===== config.mk =====
export PLATFORM = sky130hd
export DESIGN_NAME = nmea_sentence_parser_core_flat
export DESIGN_NICKNAME = d
export VERILOG_FILES = /design/src/design/nsp_pkg.sv /design/src/design/nsp_if.sv /design/src/design/nsp_step.sv /design/src/design/nmea_sentence_parser_core.sv /design/src/flat_wrapper.sv
export SDC_FILE = /design/constraint.sdc
export NUM_CORES = 1
export LEC_CHECK = 0
export ABC_CLOCK_PERIOD_IN_PS = 3400
export BUFFER_PORTS_ARGS = -buffer_cell sky130_fd_sc_hd__buf_2
export CORE_UTILIZATION = 39
export DETAILED_ROUTE_END_ITERATION = 10
export GPL_ROUTABILITY_DRIVEN = 0
export HOLD_SLACK_MARGIN = 0.12
export PLACE_DENSITY = 0.66
export SYNTH_ARGS = -nofsm -noshare
export SYNTH_HDL_FRONTEND = slang
export SYNTH_SLANG_ARGS = --single-unit

===== constraint.sdc =====
create_clock -name i_clk -period 3.4 [get_ports i_clk]
set_clock_uncertainty 0.05 [all_clocks]
set_input_delay 0.17 -clock i_clk [delete_from_list [all_inputs] [get_ports i_clk]]
set_output_delay 0.17 -clock i_clk [all_outputs]
set_load 0.05 [all_outputs]

===== src/design/nsp_pkg.sv =====
// Package for the NMEA sentence parser: parser state and result types,
// and the character codes that the parser reacts to. No dependencies.
package nsp_pkg;

    localparam int ByteW  = 8;
    localparam int CountW = 7;

    localparam logic [ByteW-1:0] CH_NUL    = 8'h00;
    localparam logic [ByteW-1:0] CH_LF     = 8'h0A;
    localparam logic [ByteW-1:0] CH_CR     = 8'h0D;
    localparam logic [ByteW-1:0] CH_DOLLAR = 8'h24;
    localparam logic [ByteW-1:0] CH_STAR   = 8'h2A;
    localparam logic [ByteW-1:0] CH_COMMA  = 8'h2C;

    typedef struct packed {
        logic              xor_active;
        logic [ByteW-1:0]  xor_sum;
        logic [CountW-1:0] stored_length;
        logic [CountW-1:0] field_count;
        logic              full_flag;
        logic [ByteW-1:0]  hex_value;
        logic              hex_too_big;
        logic              hex_seen_digit;
        logic              hex_stopped;
    } t_state;

    typedef struct packed {
        logic [ByteW-1:0]  data_byte;
        logic              is_field_byte;
        logic [CountW-1:0] field_index;
        logic              field_end;
        logic              sentence_done;
        logic              checksum_ok;
        logic [ByteW-1:0]  running_checksum;
        logic              dropped;
    } t_result;

    localparam t_state STATE_CLEAR = '0;

endpackage


===== src/design/nsp_if.sv =====
// Channel interfaces for the NMEA sentence parser: received bytes in,
// per-byte results out. Valid/ready handshake. Depends on nsp_pkg.
interface nsp_in_if;
    logic                   valid;
    logic                   ready;
    logic [nsp_pkg::ByteW-1:0] rx_byte;

    modport source (output valid, output rx_byte, input ready);
    modport sink   (input valid, input rx_byte, output ready);
endinterface

interface nsp_out_if;
    logic                       valid;
    logic                       ready;
    logic [nsp_pkg::ByteW-1:0]  data_byte;
    logic                       is_field_byte;
    logic [nsp_pkg::CountW-1:0] field_index;
    logic                       field_end;
    logic                       sentence_done;
    logic                       checksum_ok;
    logic [nsp_pkg::ByteW-1:0]  running_checksum;
    logic                       dropped;

    modport source (output valid, output data_byte, output is_field_byte,
                    output field_index, output field_end, output sentence_done,
                    output checksum_ok, output running_checksum, output dropped,
                    input ready);
    modport sink   (input valid, input data_byte, input is_field_byte,
                    input field_index, input field_end, input sentence_done,
                    input checksum_ok, input running_checksum, input dropped,
                    output ready);
endinterface


===== src/design/nsp_step.sv =====
// Per-byte update of the NMEA parser: next sentence state and the result
// word for one received byte. Purely combinational. Depends on nsp_pkg.
module nsp_step #(
    parameter int BUFFER_BYTES = 83,
    parameter int MAX_FIELDS   = 80
) (
    input  logic [nsp_pkg::ByteW-1:0] i_byte,
    input  nsp_pkg::t_state           i_state,
    output nsp_pkg::t_state           o_state,
    output nsp_pkg::t_result          o_result
);
    import nsp_pkg::*;

    localparam logic [CountW-1:0] BufLimit   = CountW'(BUFFER_BYTES);
    localparam logic [CountW-1:0] FieldLimit = CountW'(MAX_FIELDS);

    logic       digit_valid;
    logic [3:0] digit_value;
    t_state     n_state;
    t_result    result;

    // Hex digit decode of the incoming byte.
    always_comb begin
        digit_valid = 1'b1;
        digit_value = 4'd0;
        if (i_byte >= 8'h30 && i_byte <= 8'h39) begin
            digit_value = 4'(i_byte - 8'h30);
        end else if (i_byte >= 8'h61 && i_byte <= 8'h66) begin
            digit_value = 4'(i_byte - 8'h57);
        end else if (i_byte >= 8'h41 && i_byte <= 8'h46) begin
            digit_value = 4'(i_byte - 8'h37);
        end else begin
            digit_valid = 1'b0;
        end
    end

    always_comb begin
        n_state                 = i_state;
        result.data_byte        = i_byte;
        result.is_field_byte    = 1'b0;
        result.field_index      = i_state.field_count;
        result.field_end        = 1'b0;
        result.sentence_done    = 1'b0;
        result.checksum_ok      = 1'b0;
        result.running_checksum = i_state.xor_sum;
        result.dropped          = 1'b0;

        if (i_byte == CH_NUL) begin
            // Ignored entirely.
        end else if (i_state.full_flag && i_byte != CH_DOLLAR) begin
            result.dropped = 1'b1;
        end else if (i_byte == CH_DOLLAR) begin
            n_state            = STATE_CLEAR;
            n_state.xor_active = 1'b1;
            result.field_index = '0;
            result.running_checksum = '0;
        end else if (i_byte == CH_CR || i_byte == CH_LF) begin
            if (i_state.stored_length != '0 && i_state.field_count != '0) begin
                result.sentence_done = 1'b1;
                result.checksum_ok   = i_state.hex_seen_digit && !i_state.hex_too_big
                                       && (i_state.hex_value == i_state.xor_sum);
            end
            n_state = STATE_CLEAR;
        end else if (i_byte == CH_STAR || i_byte == CH_COMMA) begin
            if (i_byte == CH_STAR) begin
                n_state.xor_active = 1'b0;
            end
            result.field_end      = 1'b1;
            n_state.stored_length = i_state.stored_length + 1'b1;
            n_state.field_count   = i_state.field_count + 1'b1;
            if (n_state.stored_length >= BufLimit || n_state.field_count >= FieldLimit) begin
                n_state.full_flag = 1'b1;
            end
            n_state.hex_value      = '0;
            n_state.hex_too_big    = 1'b0;
            n_state.hex_seen_digit = 1'b0;
            n_state.hex_stopped    = 1'b0;
            // The star itself is not part of the checksum.
            if (n_state.xor_active) begin
                n_state.xor_sum = i_state.xor_sum ^ i_byte;
            end
            result.running_checksum = n_state.xor_sum;
        end else begin
            result.is_field_byte  = 1'b1;
            n_state.stored_length = i_state.stored_length + 1'b1;
            if (n_state.stored_length >= BufLimit) begin
                n_state.full_flag = 1'b1;
            end
            if (!i_state.hex_stopped) begin
                if (digit_valid) begin
                    if (i_state.hex_value > 8'h0F) begin
                        n_state.hex_too_big = 1'b1;
                    end
                    n_state.hex_value      = {i_state.hex_value[3:0], digit_value};
                    n_state.hex_seen_digit = 1'b1;
                end else begin
                    n_state.hex_stopped = 1'b1;
                end
            end
            if (i_state.xor_active) begin
                n_state.xor_sum = i_state.xor_sum ^ i_byte;
            end
            result.running_checksum = n_state.xor_sum;
        end
    end

    assign o_state  = n_state;
    assign o_result = result;

endmodule


===== src/design/nmea_sentence_parser_core.sv =====
// Top level of the NMEA sentence parser: input register, per-byte update,
// result register. Depends on nsp_pkg, nsp_if and nsp_step.
//
// Usage:
//   i_rx carries one received character per word (rx_byte). o_res carries
//   exactly one result word per accepted byte: the echoed byte, field
//   content and field-close flags, the current field index, the running
//   XOR checksum, sentence end with checksum check, and a drop flag.
//   Path: an accepted byte lands in the input register, and its result is
//   then written to the result register that drives o_res.
//   Throughput: one byte per cycle while o_res is not held, set by the
//   combinational state update between the two registers.
//   Stall: when o_res is held, the result register keeps its word, the input
//   register still takes one more byte, and i_rx.ready then falls until the
//   result is taken. No word is lost or repeated.
//   Reset (i_rst_n low, synchronous): both registers empty, sentence state
//   cleared as after power-up; the XOR checksum starts at the next '$'.
module nmea_sentence_parser_core #(
    parameter int BUFFER_BYTES = 83,
    parameter int MAX_FIELDS   = 80
) (
    input  logic             i_clk,
    input  logic             i_rst_n,
    nsp_in_if.sink           i_rx,
    nsp_out_if.source        o_res
);
    import nsp_pkg::*;

    logic             r_in_valid;
    logic [ByteW-1:0] r_in_byte;
    t_state           r_state;
    t_state           n_state;
    logic             r_out_valid;
    t_result          r_out;
    t_result          n_out;
    logic             advance;

    assign advance    = r_in_valid && (!r_out_valid || o_res.ready);
    assign i_rx.ready = !r_in_valid || advance;

    nsp_step #(
        .BUFFER_BYTES (BUFFER_BYTES),
        .MAX_FIELDS   (MAX_FIELDS)
    ) u_step (
        .i_byte   (r_in_byte),
        .i_state  (r_state),
        .o_state  (n_state),
        .o_result (n_out)
    );

    always_ff @(posedge i_clk) begin
        if (!i_rst_n) begin
            r_in_valid  <= 1'b0;
            r_out_valid <= 1'b0;
            r_state     <= STATE_CLEAR;
        end else begin
            if (i_rx.ready) begin
                r_in_valid <= i_rx.valid;
            end
            if (advance) begin
                r_out_valid <= 1'b1;
                r_state     <= n_state;
            end else if (o_res.ready) begin
                r_out_valid <= 1'b0;
            end
        end
    end

    always_ff @(posedge i_clk) begin
        if (i_rx.ready && i_rx.valid) begin
            r_in_byte <= i_rx.rx_byte;
        end
        if (advance) begin
            r_out <= n_out;
        end
    end

    assign o_res.valid            = r_out_valid;
    assign o_res.data_byte        = r_out.data_byte;
    assign o_res.is_field_byte    = r_out.is_field_byte;
    assign o_res.field_index      = r_out.field_index;
    assign o_res.field_end        = r_out.field_end;
    assign o_res.sentence_done    = r_out.sentence_done;
    assign o_res.checksum_ok      = r_out.checksum_ok;
    assign o_res.running_checksum = r_out.running_checksum;
    assign o_res.dropped          = r_out.dropped;

endmodule


===== src/flat_wrapper.sv =====
// flat-port wrapper written by rule: the top's interface ports become plain ports
module nmea_sentence_parser_core_flat import nsp_pkg::*;
#(
    parameter int BUFFER_BYTES = 83,
    parameter int MAX_FIELDS   = 80
)
  (i_clk, i_rst_n, i_rx_valid, i_rx_rx_byte, i_rx_ready, o_res_valid, o_res_data_byte, o_res_is_field_byte, o_res_field_index, o_res_field_end, o_res_sentence_done, o_res_checksum_ok, o_res_running_checksum, o_res_dropped, o_res_ready);
  nsp_in_if i_rx_i ();
  nsp_out_if o_res_i ();
  input  logic i_clk;
  input  logic i_rst_n;
  input wire logic [$bits(i_rx_i.valid)-1:0] i_rx_valid;
  input wire logic [$bits(i_rx_i.rx_byte)-1:0] i_rx_rx_byte;
  output wire logic [$bits(i_rx_i.ready)-1:0] i_rx_ready;
  output wire logic [$bits(o_res_i.valid)-1:0] o_res_valid;
  output wire logic [$bits(o_res_i.data_byte)-1:0] o_res_data_byte;
  output wire logic [$bits(o_res_i.is_field_byte)-1:0] o_res_is_field_byte;
  output wire logic [$bits(o_res_i.field_index)-1:0] o_res_field_index;
  output wire logic [$bits(o_res_i.field_end)-1:0] o_res_field_end;
  output wire logic [$bits(o_res_i.sentence_done)-1:0] o_res_sentence_done;
  output wire logic [$bits(o_res_i.checksum_ok)-1:0] o_res_checksum_ok;
  output wire logic [$bits(o_res_i.running_checksum)-1:0] o_res_running_checksum;
  output wire logic [$bits(o_res_i.dropped)-1:0] o_res_dropped;
  input wire logic [$bits(o_res_i.ready)-1:0] o_res_ready;
  assign i_rx_i.valid = i_rx_valid;
  assign i_rx_i.rx_byte = i_rx_rx_byte;
  assign i_rx_ready = i_rx_i.ready;
  assign o_res_valid = o_res_i.valid;
  assign o_res_data_byte = o_res_i.data_byte;
  assign o_res_is_field_byte = o_res_i.is_field_byte;
  assign o_res_field_index = o_res_i.field_index;
  assign o_res_field_end = o_res_i.field_end;
  assign o_res_sentence_done = o_res_i.sentence_done;
  assign o_res_checksum_ok = o_res_i.checksum_ok;
  assign o_res_running_checksum = o_res_i.running_checksum;
  assign o_res_dropped = o_res_i.dropped;
  assign o_res_i.ready = o_res_ready;
  nmea_sentence_parser_core #(.BUFFER_BYTES(BUFFER_BYTES), .MAX_FIELDS(MAX_FIELDS)) u_core (.i_clk(i_clk), .i_rst_n(i_rst_n), .i_rx(i_rx_i), .o_res(o_res_i));
endmodule

==> results by group <==
Cells and area
  – Fraction of final layout cells sized beyond drive strength 1: 0.1990
  – Area occupied by multi-input gates: 1687 um^2
  – Number of nets in the layout: 428
  – Count of filler cells inserted in the layout: 800
  – Most common library cell in the layout ignoring fill and taps: buf_2
  – Most used cells in the layout excluding fill and tap cells: buf_2 (41), dfxtp_1 (37), edfxtp_1 (36), nor2_1 (29), a22o_1 (27)
  – Number of inserted diodes: 0
  – Register Area: 1822 um^2
  – Area growth, synth to finish: 18.08%

Pwr
  – Worst vdd ir: 0.0002344 V
  – Net Switching: 0.4676 mW
  – Net Sw Frac: 0.2482
  – LEAKAGE: 1.619 nW
  – Overall power: 1.884 mW
  – Part of the power in the clock network: 0.393
  – Sequential group share of total power: 0.514
  – Combinational fraction of design power: 0.093
  – Ratio of total power to cell area: 438.3 nW/um^2
  – Cell Int Power: 1.416 mW

Route
  – Total via count after detailed routing: 2864
  – Starting DRC count in detailed routing: 164
  – Vias per inst: 5.508
  – Residual DRC: 0
  – Average wire length per cell after detail routing: 15.37 um
  – Number of routed nets with antenna violations: 0
  – Wire length after detailed routing: 7.992 mm
  – Number of search-and-repair iterations in the first detailed-routing pass: 4

STA
  – Total Neg Setup Slack: 0 ns
  – Final-report max-slew violation count: 0
  – Actual slew at the worst max-slew pin: 1.256 ns
  – Final setup violating endpoints: 0
  – Final count of hold timing violations: 0
  – Clock period minus final worst setup slack: 2.988 ns
  – Relative max-transition margin: 0.1556
  – Share of the clock period used by the worst path after layout: 0.8788
  – RSZ-0062 raised after global routing: no
  – Max Freq: 334.7 MHz

Clock network
  – CTS buffer count: 9
  – Reg clk slew, reported paths: 0.07 ns
  – CTS tree: built
  – CTS H-tree depth: 3
  – Sink Count: 73
  – Largest buffer count on any clock path: 2
  – Latest clock arrival within the worst-skew pair: 0.36 ns
  – Count of cells resized by post-cts repair: 0
  – Clock root cell: clkbuf_8

GRT
  – Via count of the first global-routing pass: 2704
  – Maximum number of pins on one net before global-route repair: 27
  – Global-route congestion overflow total: 0
  – Wire length of the first global-routing pass: 13.53 mm
  – All-Layer GR Usage: 0.1760
  – Number of antenna violations at the first check in global routing: 0

Place
  – HPWL Detailed: 5.457 mm
  – Number of port buffers: 41

Min path
  – Hold Path Stages: 2
  – Worst min-delay path class: in -> reg

Floorplanning
  – Core box area: 8891 um^2
  – Standard-cell row count: 34
  – Die outline height: 98.62 um
  – Starting density of the core: 0.4095
  – X dimension of the die: 98.62 um
  – Ports: 42
  – Total Die Area: 9726 um^2

Worst setup path
  – Depth of the worst register-to-register path: 7
  – Category of the critical setup timing path: reg -> reg
  – Data required time of the worst path: 3.64 ns
  – Delay of the slowest cell on the worst path: 1.06 ns
  – Critical Path End Type: flop
  – Nature of the critical path startpoint: flop
  – Max FO, Critical Path: 15
  – Critical Path, Cell by Cell: inv_1 -> ha_1 -> nor3b_2 -> a31o_2 -> nor4_2 -> buf_4 -> a22o_1
  – Data arrival time of the worst path: 3.23 ns
  – Standard cell with the maximum stage delay on the critical path: nor4_2

Logic synthesis
  – Share of synthesized area occupied by flip-flops and latches: 0.5003
  – Synthesis-stage register bit count: 73
  – Count of yosys warnings during synthesis: 0
  – Post-Synthesis Net Count: 372
  – Fraction of registers with async set/reset: 0
  – Number of synthesized flops with an enable pin: 36
  – Number of instances in the synthesized netlist: 351
  – Post-synth cell types: 61
  – Cell area after synthesis: 3641 um^2
  – Predominant post-synthesis flop cell: dfxtp_1
  – Post-synthesis average cell area: 10.37 um^2

Run status
  – Outcome: completed

Flow run
  – Maximum Capacitance Violations: 0
power groups by stage:
stage	registers [mW]	logic (mW)	clock network, mW
after floorplan	1.03	0.0782	0
after global placement	0.987	0.165	0
after detailed placement	0.988	0.166	0
after CTS	0.968	0.176	0.756
after global routing	0.972	0.189	0.796
final	0.968	0.176	0.740
flip-flops by register name, summed over array words and instances (netlist names):
register and cells:
u_core.o_res.is_field_byte 1, u_core.o_res.running_checksum 8, u_core.o_res.data_byte 8, u_core.r_in_valid 1, u_core.o_res.field_index 7, u_core.o_res.sentence_done 1, u_core.r_state 35, u_core.o_res.valid 1
u_core.o_res.dropped 1, u_core.o_res.field_end 1, u_core.o_res.checksum_ok 1, u_core.r_in_byte 8
final cells by class:
type                    count  share of cell area
clock buffers              11             0.03056
inverters                  13             0.01135
repair buffers             63             0.09197
flip-flops and latches     73              0.4237
clock inverters             5             0.01863
well taps                 108             0.03143
multi-input cells         247              0.3923
per-layer routing:
metal | wire length (um) | GRT usage | vias to the layer above
li1 | - | - | 1428
met1 | 4051 | 0.2459 | 1347
met2 | 3498 | 0.2687 | 82
met3 | 374 | 0.05248 | 7
met4 | 68 | 0.04133 | 0
met5 | 0 | 0 | -
cells by family after synthesis:
group	share of synthesized area
compound gates	0.1838
flops	0.5003
xor+xnor	0.04811
simple gates	0.1883
buf+inv	0.03643
fa+ha+maj	0.03093
mux	0.01203
metrics by stage:
step | hold slack (ns) | worst slack [ns] | instance area [um^2] | std cells | util
after floorplan | 0.2189 | 0.9038 | 3641 | 351 | -
after global placement | 0.2961 | 0.5989 | 3988 | 494 | 0.4485
after detailed placement | 0.2981 | 0.5121 | 3988 | 494 | 0.4485
after CTS | 0.1772 | 0.4663 | 4299 | 520 | 0.4835
after global routing | 0.2068 | 0.2414 | 4299 | 520 | 0.4835
final | 0.1966 | 0.4121 | 4299 | 520 | 0.4835
synth_stat cells, types with 3 or more instances:
library cell   n  area (um^2)
dfxtp_1       37        740.7
a22o_1        27        236.5
a21oi_1       16        80.08
nor2_1        29        108.9
o311ai_0       4        35.03
o21ai_0        8        40.04
nor4_1         6        37.54
xor2_1         7        61.31
inv_1         13        48.80
buf_2          4        20.02
mux2_2         3        33.78
nor2b_1        6        37.54
nor3b_1        3        22.52
nand3_1        7        35.03
nor3_1        14        70.07
buf_1          4        15.01
or3_1          4        25.02
and2_1         4        25.02
ha_1           9        112.6
xnor2_1       13        113.9
edfxtp_1      36         1081
a31oi_1        4        25.02
o21bai_1       3        22.52
nand2b_1       3        18.77
clkbuf_1       8        30.03
nand2_1       24        90.09
nand4_1        6        37.54
and3_1         6        37.54
critical path, delay by kind of cell (launching register included):
kind | cells | cell delay [ns]
flops | 1 | 0.52
compound gates | 2 | 0.46
simple gates | 2 | 1.26
buf+inv | 2 | 0.39
fa+ha+maj | 1 | 0.25
worst paths after layout:
kind	slack, ns	from	to
setup / recovery	0.41	u_core.r_in_byte[0]$_DFFE_PP_	u_core.r_state[28]$_SDFFE_PN0P_
hold / removal	0.20	i_rst_n	u_core.r_state[24]$_SDFFE_PN0P_
setup reg to reg	0.41	u_core.r_in_byte[0]$_DFFE_PP_	u_core.r_state[28]$_SDFFE_PN0P_
hold reg to reg	0.41	u_core.r_state[1]$_SDFFE_PN0P_	u_core.r_state[1]$_SDFFE_PN0P_
repair_timing:
| item | in CTS | in global routing |
|---|---|---|
| buffers inserted | 0 | 0 |
| hold endpoints to repair | 10 | 0 |
| hold buffers | 10 | 0 |
Note: power is estimated with default switching activity, not from simulation.
